## src/sv/rtcm_pkg.sv

```systemverilog
`default_nettype none

package rtcm_pkg;

  // request kinds carried in the input tuser
  localparam logic [2:0] REQ_TICK     = 3'd0;
  localparam logic [2:0] REQ_READ     = 3'd1;
  localparam logic [2:0] REQ_SET      = 3'd2;
  localparam logic [2:0] REQ_HALT_RD  = 3'd3;
  localparam logic [2:0] REQ_HALT     = 3'd4;
  localparam logic [2:0] REQ_TRICKLE  = 3'd5;
  // internal first step of a time set
  localparam logic [2:0] REQ_WP_CLEAR = 3'd6;

  // data line codes
  localparam logic [1:0] IO_LOW  = 2'd0;
  localparam logic [1:0] IO_HIGH = 2'd1;
  localparam logic [1:0] IO_REL  = 2'd2;

  // result status codes
  localparam logic [1:0] ST_IDLE = 2'd0;
  localparam logic [1:0] ST_BUSY = 2'd1;
  localparam logic [1:0] ST_DONE = 2'd2;
  localparam logic [1:0] ST_REJ  = 2'd3;

  // configuration register indexes
  localparam logic CFG_TRICKLE = 1'b0;
  localparam logic CFG_HALF    = 1'b1;

  localparam logic [7:0] TRICKLE_RESET = 8'hA5;
  localparam logic [7:0] HALF_RESET    = 8'd1;

  // chip command bytes
  localparam logic [7:0] ADDR_BURST   = 8'hBE;
  localparam logic [7:0] ADDR_WP      = 8'h8E;
  localparam logic [7:0] ADDR_TRICKLE = 8'h90;
  localparam logic [7:0] ADDR_SECONDS = 8'h80;
  localparam logic [7:0] CMD_READ     = 8'b1000_0001;
  localparam logic [7:0] CMD_WRITE    = 8'b1000_0000;
  localparam logic [7:0] HALT_BYTE    = 8'h80;
  localparam logic [7:0] PROTECT_BYTE = 8'h80;

  // decode masks
  localparam logic [7:0] MASK_7F = 8'b0111_1111;
  localparam logic [7:0] MASK_3F = 8'b0011_1111;
  localparam logic [7:0] MASK_1F = 8'b0001_1111;
  localparam logic [7:0] MASK_07 = 8'b0000_0111;

  localparam int unsigned TDATA_IN_W  = 40;
  localparam int unsigned TUSER_IN_W  = 3;
  localparam int unsigned TDATA_OUT_W = 48;
  localparam int unsigned TUSER_OUT_W = 2;

  typedef struct packed {
    logic [2:0] req_type;
    logic       io_in;
    logic [5:0] set_seconds;
    logic [5:0] set_minutes;
    logic [4:0] set_hours;
    logic [4:0] set_day_of_month;
    logic [3:0] set_month;
    logic [2:0] set_weekday;
    logic [7:0] set_year;
  } rtcm_item_t;

  typedef struct packed {
    logic              chip_enable;
    logic              serial_clock;
    logic [1:0]        io_pin;
    logic [1:0]        status;
    logic              halted;
    logic [6:0]        seconds;
    logic [6:0]        minutes;
    logic [5:0]        hours;
    logic [5:0]        day_of_month;
    logic signed [5:0] month;
    logic [2:0]        weekday;
    logic [7:0]        year;
  } rtcm_res_t;

  // binary to two bcd digits, value below 100; tens by reciprocal multiply
  function automatic logic [7:0] to_bcd(input logic [6:0] v);
    logic [14:0] prod;
    logic [3:0]  tens;
    logic [6:0]  ones;
    prod = 15'(v) * 15'd205;
    tens = prod[14:11];
    ones = v - 7'(7'({3'b000, tens}) * 7'd10);
    return {tens, ones[3:0]};
  endfunction

  // masked bcd byte to binary; mask always clears bit 7
  function automatic logic [6:0] from_bcd(input logic [7:0] b, input logic [7:0] mask);
    logic [7:0] m;
    m = b & mask;
    return 7'(7'({4'b0000, m[6:4]}) * 7'd10) + 7'({3'b000, m[3:0]});
  endfunction

endpackage

`default_nettype wire

```

## src/sv/rtcm_core.sv

```systemverilog
`default_nettype none

module rtcm_core import rtcm_pkg::*; (
  input  wire logic       clk_i,
  input  wire logic       rst_ni,
  input  wire logic       step_i,
  input  wire rtcm_item_t item_i,
  input  wire logic [7:0] trickle_i,
  input  wire logic [7:0] half_i,
  output rtcm_res_t       res_o
);

  localparam logic [2:0] PH_IDLE  = 3'd0;
  localparam logic [2:0] PH_LOW   = 3'd1;
  localparam logic [2:0] PH_HIGH  = 3'd2;
  localparam logic [2:0] PH_END   = 3'd3;
  localparam logic [2:0] PH_START = 3'd4;

  logic [2:0] act_q, act_d;
  logic [2:0] phase_q, phase_d;
  logic [3:0] byte_idx_q, byte_idx_d;
  logic [2:0] bit_idx_q, bit_idx_d;
  logic [7:0] shift_q, shift_d;
  logic [7:0] tick_q, tick_d;
  logic       ce_q, ce_d;
  logic       clk_q, clk_d;
  logic [1:0] io_q, io_d;
  logic [7:0] store_q [1:8];
  logic [7:0] store_d [1:8];

  function automatic logic is_read(input logic [2:0] r);
    return (r == REQ_READ) || (r == REQ_HALT_RD);
  endfunction

  function automatic logic [3:0] data_count(input logic [2:0] r);
    logic [3:0] n;
    n = 4'd1;
    if (r == REQ_READ) n = 4'd7;
    else if (r == REQ_SET) n = 4'd8;
    return n;
  endfunction

  function automatic logic [7:0] command_for(input logic [2:0] r);
    logic [7:0] c;
    unique case (r)
      REQ_READ:    c = CMD_READ | ADDR_BURST;
      REQ_SET:     c = CMD_WRITE | ADDR_BURST;
      REQ_HALT_RD: c = CMD_READ | ADDR_SECONDS;
      REQ_HALT:    c = CMD_WRITE | ADDR_SECONDS;
      REQ_TRICKLE: c = CMD_WRITE | ADDR_TRICKLE;
      default:     c = CMD_WRITE | ADDR_WP;
    endcase
    return c;
  endfunction

  logic       is_req;
  logic       rd_cur;
  logic       start;
  logic [2:0] start_act;
  logic       done;
  logic [1:0] status;
  logic [7:0] shift_nx;
  logic [3:0] byte_nx;
  logic [6:0] v_sec, v_min, v_day, v_mon, v_year;
  logic [4:0] v_hour;
  logic [6:0] d_mon, d_wday;
  logic [7:0] cmd;

  // reduced set-time values
  always_comb begin
    v_sec  = (item_i.set_seconds >= 6'd60) ? 7'(item_i.set_seconds - 6'd60)
                                            : 7'(item_i.set_seconds);
    v_min  = (item_i.set_minutes >= 6'd60) ? 7'(item_i.set_minutes - 6'd60)
                                            : 7'(item_i.set_minutes);
    v_hour = (item_i.set_hours >= 5'd24) ? item_i.set_hours - 5'd24 : item_i.set_hours;
    v_day  = 7'(item_i.set_day_of_month);
    v_mon  = 7'(item_i.set_month) + 7'd1;
    if (v_mon >= 7'd13) v_mon = v_mon - 7'd13;
    if (item_i.set_year >= 8'd200)      v_year = 7'(item_i.set_year - 8'd200);
    else if (item_i.set_year >= 8'd100) v_year = 7'(item_i.set_year - 8'd100);
    else                                v_year = 7'(item_i.set_year);
  end

  always_comb begin
    act_d      = act_q;
    phase_d    = phase_q;
    byte_idx_d = byte_idx_q;
    bit_idx_d  = bit_idx_q;
    shift_d    = shift_q;
    tick_d     = tick_q;
    ce_d       = ce_q;
    clk_d      = clk_q;
    io_d       = io_q;
    store_d    = store_q;
    start      = 1'b0;
    start_act  = act_q;
    done       = 1'b0;
    status     = ST_BUSY;
    shift_nx   = shift_q;
    byte_nx    = byte_idx_q;
    cmd        = '0;
    rd_cur     = (byte_idx_q != 4'd0) && is_read(act_q);
    is_req     = (item_i.req_type >= REQ_READ) && (item_i.req_type <= REQ_TRICKLE);

    if (is_req) begin
      if (phase_q != PH_IDLE) begin
        status = ST_REJ;
      end else begin
        start = 1'b1;
        if (item_i.req_type == REQ_SET) begin
          store_d[1] = to_bcd(v_sec);
          store_d[2] = to_bcd(v_min);
          store_d[3] = to_bcd(7'(v_hour));
          store_d[4] = to_bcd(v_day);
          store_d[5] = to_bcd(v_mon);
          store_d[6] = to_bcd((item_i.set_weekday == 3'd0) ? 7'd7 : 7'(item_i.set_weekday));
          store_d[7] = to_bcd(v_year);
          store_d[8] = PROTECT_BYTE;
          start_act  = REQ_WP_CLEAR;
        end else begin
          if (item_i.req_type == REQ_HALT)    store_d[1] = HALT_BYTE;
          if (item_i.req_type == REQ_TRICKLE) store_d[1] = trickle_i;
          start_act = item_i.req_type;
        end
      end
    end else if (phase_q == PH_IDLE) begin
      status = ST_IDLE;
    end else if (tick_q < half_i) begin
      tick_d = tick_q + 8'd1;
    end else begin
      unique case (phase_q)
        PH_LOW: begin
          if (rd_cur) shift_d = {item_i.io_in, shift_q[7:1]};
          clk_d   = 1'b1;
          phase_d = PH_HIGH;
          tick_d  = 8'd1;
        end
        PH_HIGH: begin
          clk_d    = 1'b0;
          tick_d   = 8'd1;
          phase_d  = PH_LOW;
          shift_nx = rd_cur ? shift_q : {1'b0, shift_q[7:1]};
          if (bit_idx_q == 3'd7) begin
            bit_idx_d = 3'd0;
            if (rd_cur) store_d[byte_idx_q] = shift_q;
            if (byte_idx_q >= data_count(act_q)) begin
              phase_d = PH_END;
            end else begin
              byte_nx  = byte_idx_q + 4'd1;
              shift_nx = (is_read(act_q) || act_q == REQ_WP_CLEAR) ? 8'd0 : store_q[byte_nx];
            end
          end else begin
            bit_idx_d = bit_idx_q + 3'd1;
          end
          shift_d    = shift_nx;
          byte_idx_d = byte_nx;
          if (phase_d == PH_LOW) begin
            io_d = ((byte_nx != 4'd0) && is_read(act_q)) ? IO_REL : {1'b0, shift_nx[0]};
          end
        end
        PH_END: begin
          ce_d  = 1'b0;
          clk_d = 1'b0;
          io_d  = IO_REL;
          if (act_q == REQ_WP_CLEAR) begin
            act_d   = REQ_SET;
            phase_d = PH_START;
            tick_d  = 8'd1;
          end else begin
            done = 1'b1;
          end
        end
        default: begin
          start = 1'b1;
        end
      endcase
    end

    // open a transfer with the command byte
    if (start) begin
      cmd        = command_for(start_act);
      act_d      = start_act;
      byte_idx_d = 4'd0;
      bit_idx_d  = 3'd0;
      shift_d    = cmd;
      ce_d       = 1'b1;
      clk_d      = 1'b0;
      io_d       = {1'b0, cmd[0]};
      phase_d    = PH_LOW;
      tick_d     = 8'd1;
    end

    if (done) begin
      act_d      = REQ_TICK;
      phase_d    = PH_IDLE;
      byte_idx_d = 4'd0;
      bit_idx_d  = 3'd0;
      tick_d     = 8'd0;
      status     = ST_DONE;
    end
  end

  // result assembly
  always_comb begin
    d_mon  = from_bcd(store_q[5], MASK_1F) - 7'd1;
    d_wday = from_bcd(store_q[6], MASK_07);
    res_o              = '0;
    res_o.chip_enable  = ce_d;
    res_o.serial_clock = clk_d;
    res_o.io_pin       = io_d;
    res_o.status       = status;
    if (done && act_q == REQ_HALT_RD) begin
      res_o.halted = store_q[1][7];
    end
    if (done && act_q == REQ_READ) begin
      res_o.seconds      = from_bcd(store_q[1], MASK_7F);
      res_o.minutes      = from_bcd(store_q[2], MASK_7F);
      res_o.hours        = 6'(from_bcd(store_q[3], MASK_3F));
      res_o.day_of_month = 6'(from_bcd(store_q[4], MASK_3F));
      res_o.month        = 6'(d_mon);
      res_o.weekday      = (d_wday == 7'd7) ? 3'd0 : 3'(d_wday);
      res_o.year         = 8'd100 + 8'(from_bcd(store_q[7], MASK_7F));
    end
  end

  always_ff @(posedge clk_i or negedge rst_ni) begin
    if (!rst_ni) begin
      act_q      <= REQ_TICK;
      phase_q    <= PH_IDLE;
      byte_idx_q <= '0;
      bit_idx_q  <= '0;
      shift_q    <= '0;
      tick_q     <= '0;
      ce_q       <= 1'b0;
      clk_q      <= 1'b0;
      io_q       <= IO_REL;
    end else if (step_i) begin
      act_q      <= act_d;
      phase_q    <= phase_d;
      byte_idx_q <= byte_idx_d;
      bit_idx_q  <= bit_idx_d;
      shift_q    <= shift_d;
      tick_q     <= tick_d;
      ce_q       <= ce_d;
      clk_q      <= clk_d;
      io_q       <= io_d;
    end
  end

  always_ff @(posedge clk_i) begin
    if (step_i) store_q <= store_d;
  end

  assert property (@(posedge clk_i) disable iff (!rst_ni)
    (phase_q == PH_IDLE) |-> (!ce_q && !clk_q && io_q == IO_REL))
    else $error("lines not parked while idle");

  assert property (@(posedge clk_i) disable iff (!rst_ni)
    clk_q |-> (phase_q == PH_HIGH && ce_q))
    else $error("serial clock high outside a high half period");

  assert property (@(posedge clk_i) disable iff (!rst_ni)
    ((phase_q == PH_LOW || phase_q == PH_HIGH) && byte_idx_q != 4'd0 && is_read(act_q))
    |-> (io_q == IO_REL))
    else $error("data line driven during read data");

  assert property (@(posedge clk_i) disable iff (!rst_ni)
    (phase_q != PH_IDLE) |-> (tick_q != 8'd0 && byte_idx_q <= 4'd8))
    else $error("bit timing state out of range");

endmodule

`default_nettype wire

```

## src/sv/three_wire_rtc_bus_master.sv

```systemverilog
// channel   direction  handshake                payload
// s_axis    in         s_axis_tvalid/tready     tuser: request kind, tdata: io level, set time
// m_axis    out        m_axis_tvalid/tready     tuser: status, tdata: line levels, read time
// cfg       in         cfg_valid/cfg_ready      cfg_index_i, cfg_data_i
//
// one result per request or tick; an item passes an input register and then the
// transaction step logic into the result register, whose valid drives tvalid
// one item per cycle with m_axis_tready high; the step logic is a single pass over the item
// reset clears the bit sequencer and parks the lines: chip enable low, data released
// an output stall fills the input register and then drops s_axis_tready
// cfg_ready_o is always high; the user must write registers only while no transaction is open, unchecked by the block

`default_nettype none

module three_wire_rtc_bus_master import rtcm_pkg::*; (
  input  wire logic                   clk_i,
  input  wire logic                   rst_ni,
  // request and tick items
  input  wire logic                   s_axis_tvalid,
  output      logic                   s_axis_tready,
  // [0] io_in, [6:1] set_seconds, [12:7] set_minutes, [17:13] set_hours,
  // [22:18] set_day_of_month, [26:23] set_month, [29:27] set_weekday, [37:30] set_year
  input  wire logic [TDATA_IN_W-1:0]  s_axis_tdata,
  // [2:0] req_type
  input  wire logic [TUSER_IN_W-1:0]  s_axis_tuser,
  // results
  output      logic                   m_axis_tvalid,
  input  wire logic                   m_axis_tready,
  // [0] chip_enable, [1] serial_clock, [3:2] io_pin, [4] halted, [11:5] seconds,
  // [18:12] minutes, [24:19] hours, [30:25] day_of_month, [36:31] month,
  // [39:37] weekday, [47:40] year
  output      logic [TDATA_OUT_W-1:0] m_axis_tdata,
  // [1:0] status
  output      logic [TUSER_OUT_W-1:0] m_axis_tuser,
  // configuration writes
  input  wire logic                   cfg_valid_i,
  output      logic                   cfg_ready_o,
  input  wire logic                   cfg_index_i,
  input  wire logic [7:0]             cfg_data_i
);

  // configuration registers
  logic [7:0] trickle_q;
  logic [7:0] half_q;

  // input stage
  logic       in_valid_q;
  rtcm_item_t in_item_q;
  rtcm_item_t in_item_d;

  // result stage
  logic                   out_valid_q;
  logic [TDATA_OUT_W-1:0] out_tdata_q, out_tdata_d;
  logic [TUSER_OUT_W-1:0] out_tuser_q;

  rtcm_res_t res;
  logic      advance;

  // the input item moves on when the result register is free or being drained
  assign advance       = in_valid_q && (!out_valid_q || m_axis_tready);
  assign s_axis_tready = !in_valid_q || advance;
  assign cfg_ready_o   = 1'b1;

  always_comb begin
    in_item_d.req_type         = s_axis_tuser[2:0];
    in_item_d.io_in            = s_axis_tdata[0];
    in_item_d.set_seconds      = s_axis_tdata[6:1];
    in_item_d.set_minutes      = s_axis_tdata[12:7];
    in_item_d.set_hours        = s_axis_tdata[17:13];
    in_item_d.set_day_of_month = s_axis_tdata[22:18];
    in_item_d.set_month        = s_axis_tdata[26:23];
    in_item_d.set_weekday      = s_axis_tdata[29:27];
    in_item_d.set_year         = s_axis_tdata[37:30];
  end

  rtcm_core u_core (
    .clk_i     (clk_i),
    .rst_ni    (rst_ni),
    .step_i    (advance),
    .item_i    (in_item_q),
    .trickle_i (trickle_q),
    .half_i    (half_q),
    .res_o     (res)
  );

  // pack the result, lowest field first
  assign out_tdata_d = {res.year, res.weekday, res.month, res.day_of_month, res.hours,
                        res.minutes, res.seconds, res.halted, res.io_pin,
                        res.serial_clock, res.chip_enable};

  always_ff @(posedge clk_i or negedge rst_ni) begin
    if (!rst_ni) begin
      trickle_q <= TRICKLE_RESET;
      half_q    <= HALF_RESET;
    end else if (cfg_valid_i) begin
      if (cfg_index_i == CFG_TRICKLE) trickle_q <= cfg_data_i;
      else if (cfg_index_i == CFG_HALF) half_q <= cfg_data_i;
    end
  end

  // input register valid
  always_ff @(posedge clk_i or negedge rst_ni) begin
    if (!rst_ni) begin
      in_valid_q <= 1'b0;
    end else if (s_axis_tready) begin
      in_valid_q <= s_axis_tvalid;
    end
  end

  always_ff @(posedge clk_i) begin
    if (s_axis_tready && s_axis_tvalid) in_item_q <= in_item_d;
  end

  // result register valid
  always_ff @(posedge clk_i or negedge rst_ni) begin
    if (!rst_ni) begin
      out_valid_q <= 1'b0;
    end else if (advance) begin
      out_valid_q <= 1'b1;
    end else if (m_axis_tready) begin
      out_valid_q <= 1'b0;
    end
  end

  always_ff @(posedge clk_i) begin
    if (advance) begin
      out_tdata_q <= out_tdata_d;
      out_tuser_q <= res.status;
    end
  end

  assign m_axis_tvalid = out_valid_q;
  assign m_axis_tdata  = out_tdata_q;
  assign m_axis_tuser  = out_tuser_q;

endmodule

`default_nettype wire
```

## config.mk

```make
export PLATFORM = sky130hd
export DESIGN_NAME = three_wire_rtc_bus_master
export DESIGN_NICKNAME = d
export VERILOG_FILES = /design/src/sv/rtcm_pkg.sv /design/src/sv/rtcm_core.sv /design/src/sv/three_wire_rtc_bus_master.sv
export SDC_FILE = /design/constraint.sdc
export NUM_CORES = 1
export LEC_CHECK = 0
export ABC_AREA = 1
export BUFFER_PORTS_ARGS = -buffer_cell sky130_fd_sc_hd__buf_2
export CAP_MARGIN = 25
export CORE_UTILIZATION = 60
export CTS_CLUSTER_DIAMETER = 40
export DETAILED_ROUTE_END_ITERATION = 6
export PLACE_DENSITY_LB_ADDON = 0.05
export SLEW_MARGIN = 20
export SYNTH_ARGS = -nofsm -noshare
export SYNTH_HDL_FRONTEND = slang
export SYNTH_SLANG_ARGS = --single-unit
```

## constraint.sdc

```tcl
create_clock -name clk_i -period 7.2 [get_ports clk_i]
set_input_delay 1.08 -clock clk_i [delete_from_list [all_inputs] [get_ports clk_i]]
set_output_delay 1.08 -clock clk_i [all_outputs]
set_load 0.02 [all_outputs]
```

==> impl_metrics.toml <==
[logic_synthesis]
synthesis.area_um2 = 16400
netlist_top_cells_area = "edfxtp_1, ha_1, inv_1, dfrtp_1, nand2_1"
synth-seq-cells = 206
synth_nets = 2185
netlist.area_leader.share_pct = 28.3
yosys_warnings = 0
syn_area_per_cell_um2 = 8.95
area_leader_netlist = "edfxtp_1"
synth_sequential_area_ratio_pct = 36.1
ys_types = 70
synthCells = 1837

[min_path]
min_from = "u_core.io_q[1]$_DFFE_PN1P_"
worst_hold_path.num_cells = 2
hold_class = "flip-flop to flip-flop"

[placement]
placement.io_buffers = 106
dp_hpwl_mm = 29.5
post_dp_cell_area_um2 = 17300
globalplace.congestion = 0.899

[pwr]
ir_drop_v = 0.000219
total_leakage_power_uw = 0.00906
power.density_cell_area_nw_per_um2 = 353

[global_route]
number_of_global_route_vias_before_repair = 13115
initial_antenna_violation_count = 1
overflow_left_after_global_routing = 0
gr-usage-all-layers_pct = 28.3
global_route_wire_length_before_repair_mm = 63.7
grt_max_degree = 76

[routing]
totalWireLength_mm = 38.3
drtAntennaViolNets = 0
length_of_the_first_detailed_routing_pass_in_iterations = 5
drt_drc_violations_left = 0
routed_length_per_placed_instance_um = 16.5
detail_route.iter0.violations = 1105
num_vias = 13097
vias_per_cell = 5.64

[clock_tree]
post-cts-setup-buffers = 0
tritoncts.num_buffers = 36
ctsRootBufferMaster = "clkbuf_16"
htree_num_levels = 2
cts.hold.buffers_added = 0
clk_pin_slew_worst_paths_ns = 0.06
clk_path_buf_depth = 3
insertion_delay_ns = 0.53
tritoncts = "done"
cts_resized = 0
clock_sinks = 206

[run]
cap_violations = 0

[final_layout]
postLayoutCellArea_um2 = 18500
ant_cells = 0
design.final.nets = 2303
layout_commonest_cell = "inv_1"
layout_common_cells = "inv_1, nand2_1, ha_1"
area_growth_pct = 12.5
fraction_of_layout_instances_using_a_drive_strength_above_1_pct = 13.2
fillers = 2186

[floorplan]
die_x_um = 168
i_o_pin_count = 110
fp-row-count = 60
initial_standard_cell_utilization_of_the_core_pct = 61.0
floorplan.die.height_um = 168
die_area_um2 = 28100
placeableCoreArea_um2 = 27000

[sta]
finalSetupViolations = 0
period_minus_ws_final_ns = 5.62
final_hold_viol_count = 0
fin_worst_hold_slack_ns = 0.480
min_period_over_period_pct = 78.1
tightest_slew_ns = 1.02
setup_total_negative_slack_ns = 0
maxSlewViolCount = 0
clock.fmax_ghz = 0.178
timing.slew.headroom_pct = 32.2
unrepaired_setup_endpoints_after_global_routing = "no"
skew_ns = 0.0288

[critical_path]
ff2ff_path_depth = 33
worst_path_max_delay_cell = "fa_1"
crit_family = "adder cells"
worst-path-stages = 33
ff2ff_setup_slack_ns = 1.58
crit_path_max_fanout = 5
worst_setup_sp_type = "flip-flop"
crit-reg2reg-launch = "in_item_q[11]$_DFFE_PP_"
path_class = "flip-flop to flip-flop"
critical_path.endpoint_type = "flip-flop"
crit_buf_inv = 7
arrival_time_worst_endpoint_ns = 5.88
crit_required_ns = 7.46
critical_path.startpoint = "in_item_q[11]$_DFFE_PP_"
crit_top_cell = "nand2_1"
largest_stage_delay_on_the_critical_path_ns = 0.42

[outcome]
outcome = "complete, no violations"
metrics by stage:
stage / util, % / total power (µW) / setup slack (ns) / std cells
after floorplan: - / 4010 / 2.06 / 1837
after global placement: 64.1 / 4710 / 1.69 / 2258
after detailed placement: 64.1 / 4800 / 1.62 / 2258
final: 68.6 / 6530 / 1.58 / 2323
after CTS: 68.6 / 6540 / 1.58 / 2323
after global routing: 68.6 / 7080 / 1.05 / 2323
worst paths after layout:
kind / end
worst max-delay path: u_core.store_q[27]$_DFFE_PP_
worst min-delay path: u_core.io_q[1]$_DFFE_PN1P_
worst max register to register: u_core.store_q[27]$_DFFE_PP_
worst min register to register: u_core.io_q[1]$_DFFE_PN1P_
max in group asynchronous: u_core.bit_idx_q[1]$_DFFE_PN0P_
min in group asynchronous: trickle_q[4]$_DFFE_PN0P_
sequential cells by signal, summed over array words and instances (netlist names):
signal and cells:
u_core.phase_q 3, in_item_q 41, u_core.shift_q 8, trickle_q 8, m_axis_tvalid 1, in_valid_q 1, u_core.tick_q 8, u_core.ce_q 1
m_axis_tuser 2, u_core.bit_idx_q 3, m_axis_tdata 48, u_core.io_q 2, u_core.byte_idx_q 4, u_core.act_q 3, u_core.clk_q 1, half_q 8
u_core.store_q 64
tightest hold or removal path: stages, from the launching register on:
cell and delay (ns):
dfstp_2 0.37, nand2_1 0.05, nand2_1 0.05
power breakdown:
| part | switching [µW] | internal [µW] | leakage (µW) |
|---|---|---|---|
| Clock | 657 | 1050 | 0.000579 |
| Sequential | 217 | 1530 | 0.00209 |
| Combinational | 1990 | 1090 | 0.00639 |
| Total | 2870 | 3670 | 0.00906 |
Yosys cell counts (all sizes together):
cell     instances
nand4           25
o31ai            8
a22oi            5
o21bai           7
xnor2           10
a211oi           6
nand2          288
ha             246
fa              45
dfrtp           45
a32oi            5
o221ai          11
inv            336
a21o             4
mux2             1
edfxtp         155
dfstp            6
a31oi           12
o21ai          147
o2111ai          2
nand3          106
o32ai            1
nand3b           4
o311ai           1
or2             14
o22ai            7
and2             5
o211ai          13
o221a            2
clkinv           1
clkbuf          18
conb             1
a21boi           1
o41ai            1
buf             14
nor2           126
o21a             7
nor3            15
and3             1
a2111oi          2
nor3b            1
a21oi          102
xor2            24
nor4             6
layout make-up:
| type | instances | area [µm²] | share of cell area [%] |
|---|---|---|---|
| clock inverters | 27 | 305 | 1.65 |
| well taps | 341 | 427 | 2.31 |
| flip-flops and latches | 206 | 5940 | 32.1 |
| repair buffers | 112 | 576 | 3.11 |
| inverters | 337 | 1270 | 6.87 |
| multi-input cells | 1262 | 9060 | 49.0 |
| clock buffers | 38 | 908 | 4.91 |
cell families (layout without fill, tap and decap cells):
logic type	Yosys count	after routing	synth area share (%)
AO/OA/AOI/OAI	344	344	12.3
XOR/XNOR	34	34	2.02
adder cells (fa/ha/maj)	291	291	24.2
buffers and inverters	369	514	8.74
flip-flops	206	206	36.1
multiplexers	1	1	0.0685
other	1	1	0.0228
AND/OR/NAND/NOR	591	591	16.5
routing by layer:
layer	up-vias	track usage [%]	part of all wire [%]
li1	6484	-	-
met1	6098	37.9	44
met2	431	47.1	46
met3	82	4.63	6.9
met4	2	8.93	2.8
met5	-	0	0.050
Power figures use the tool's default switching activity.
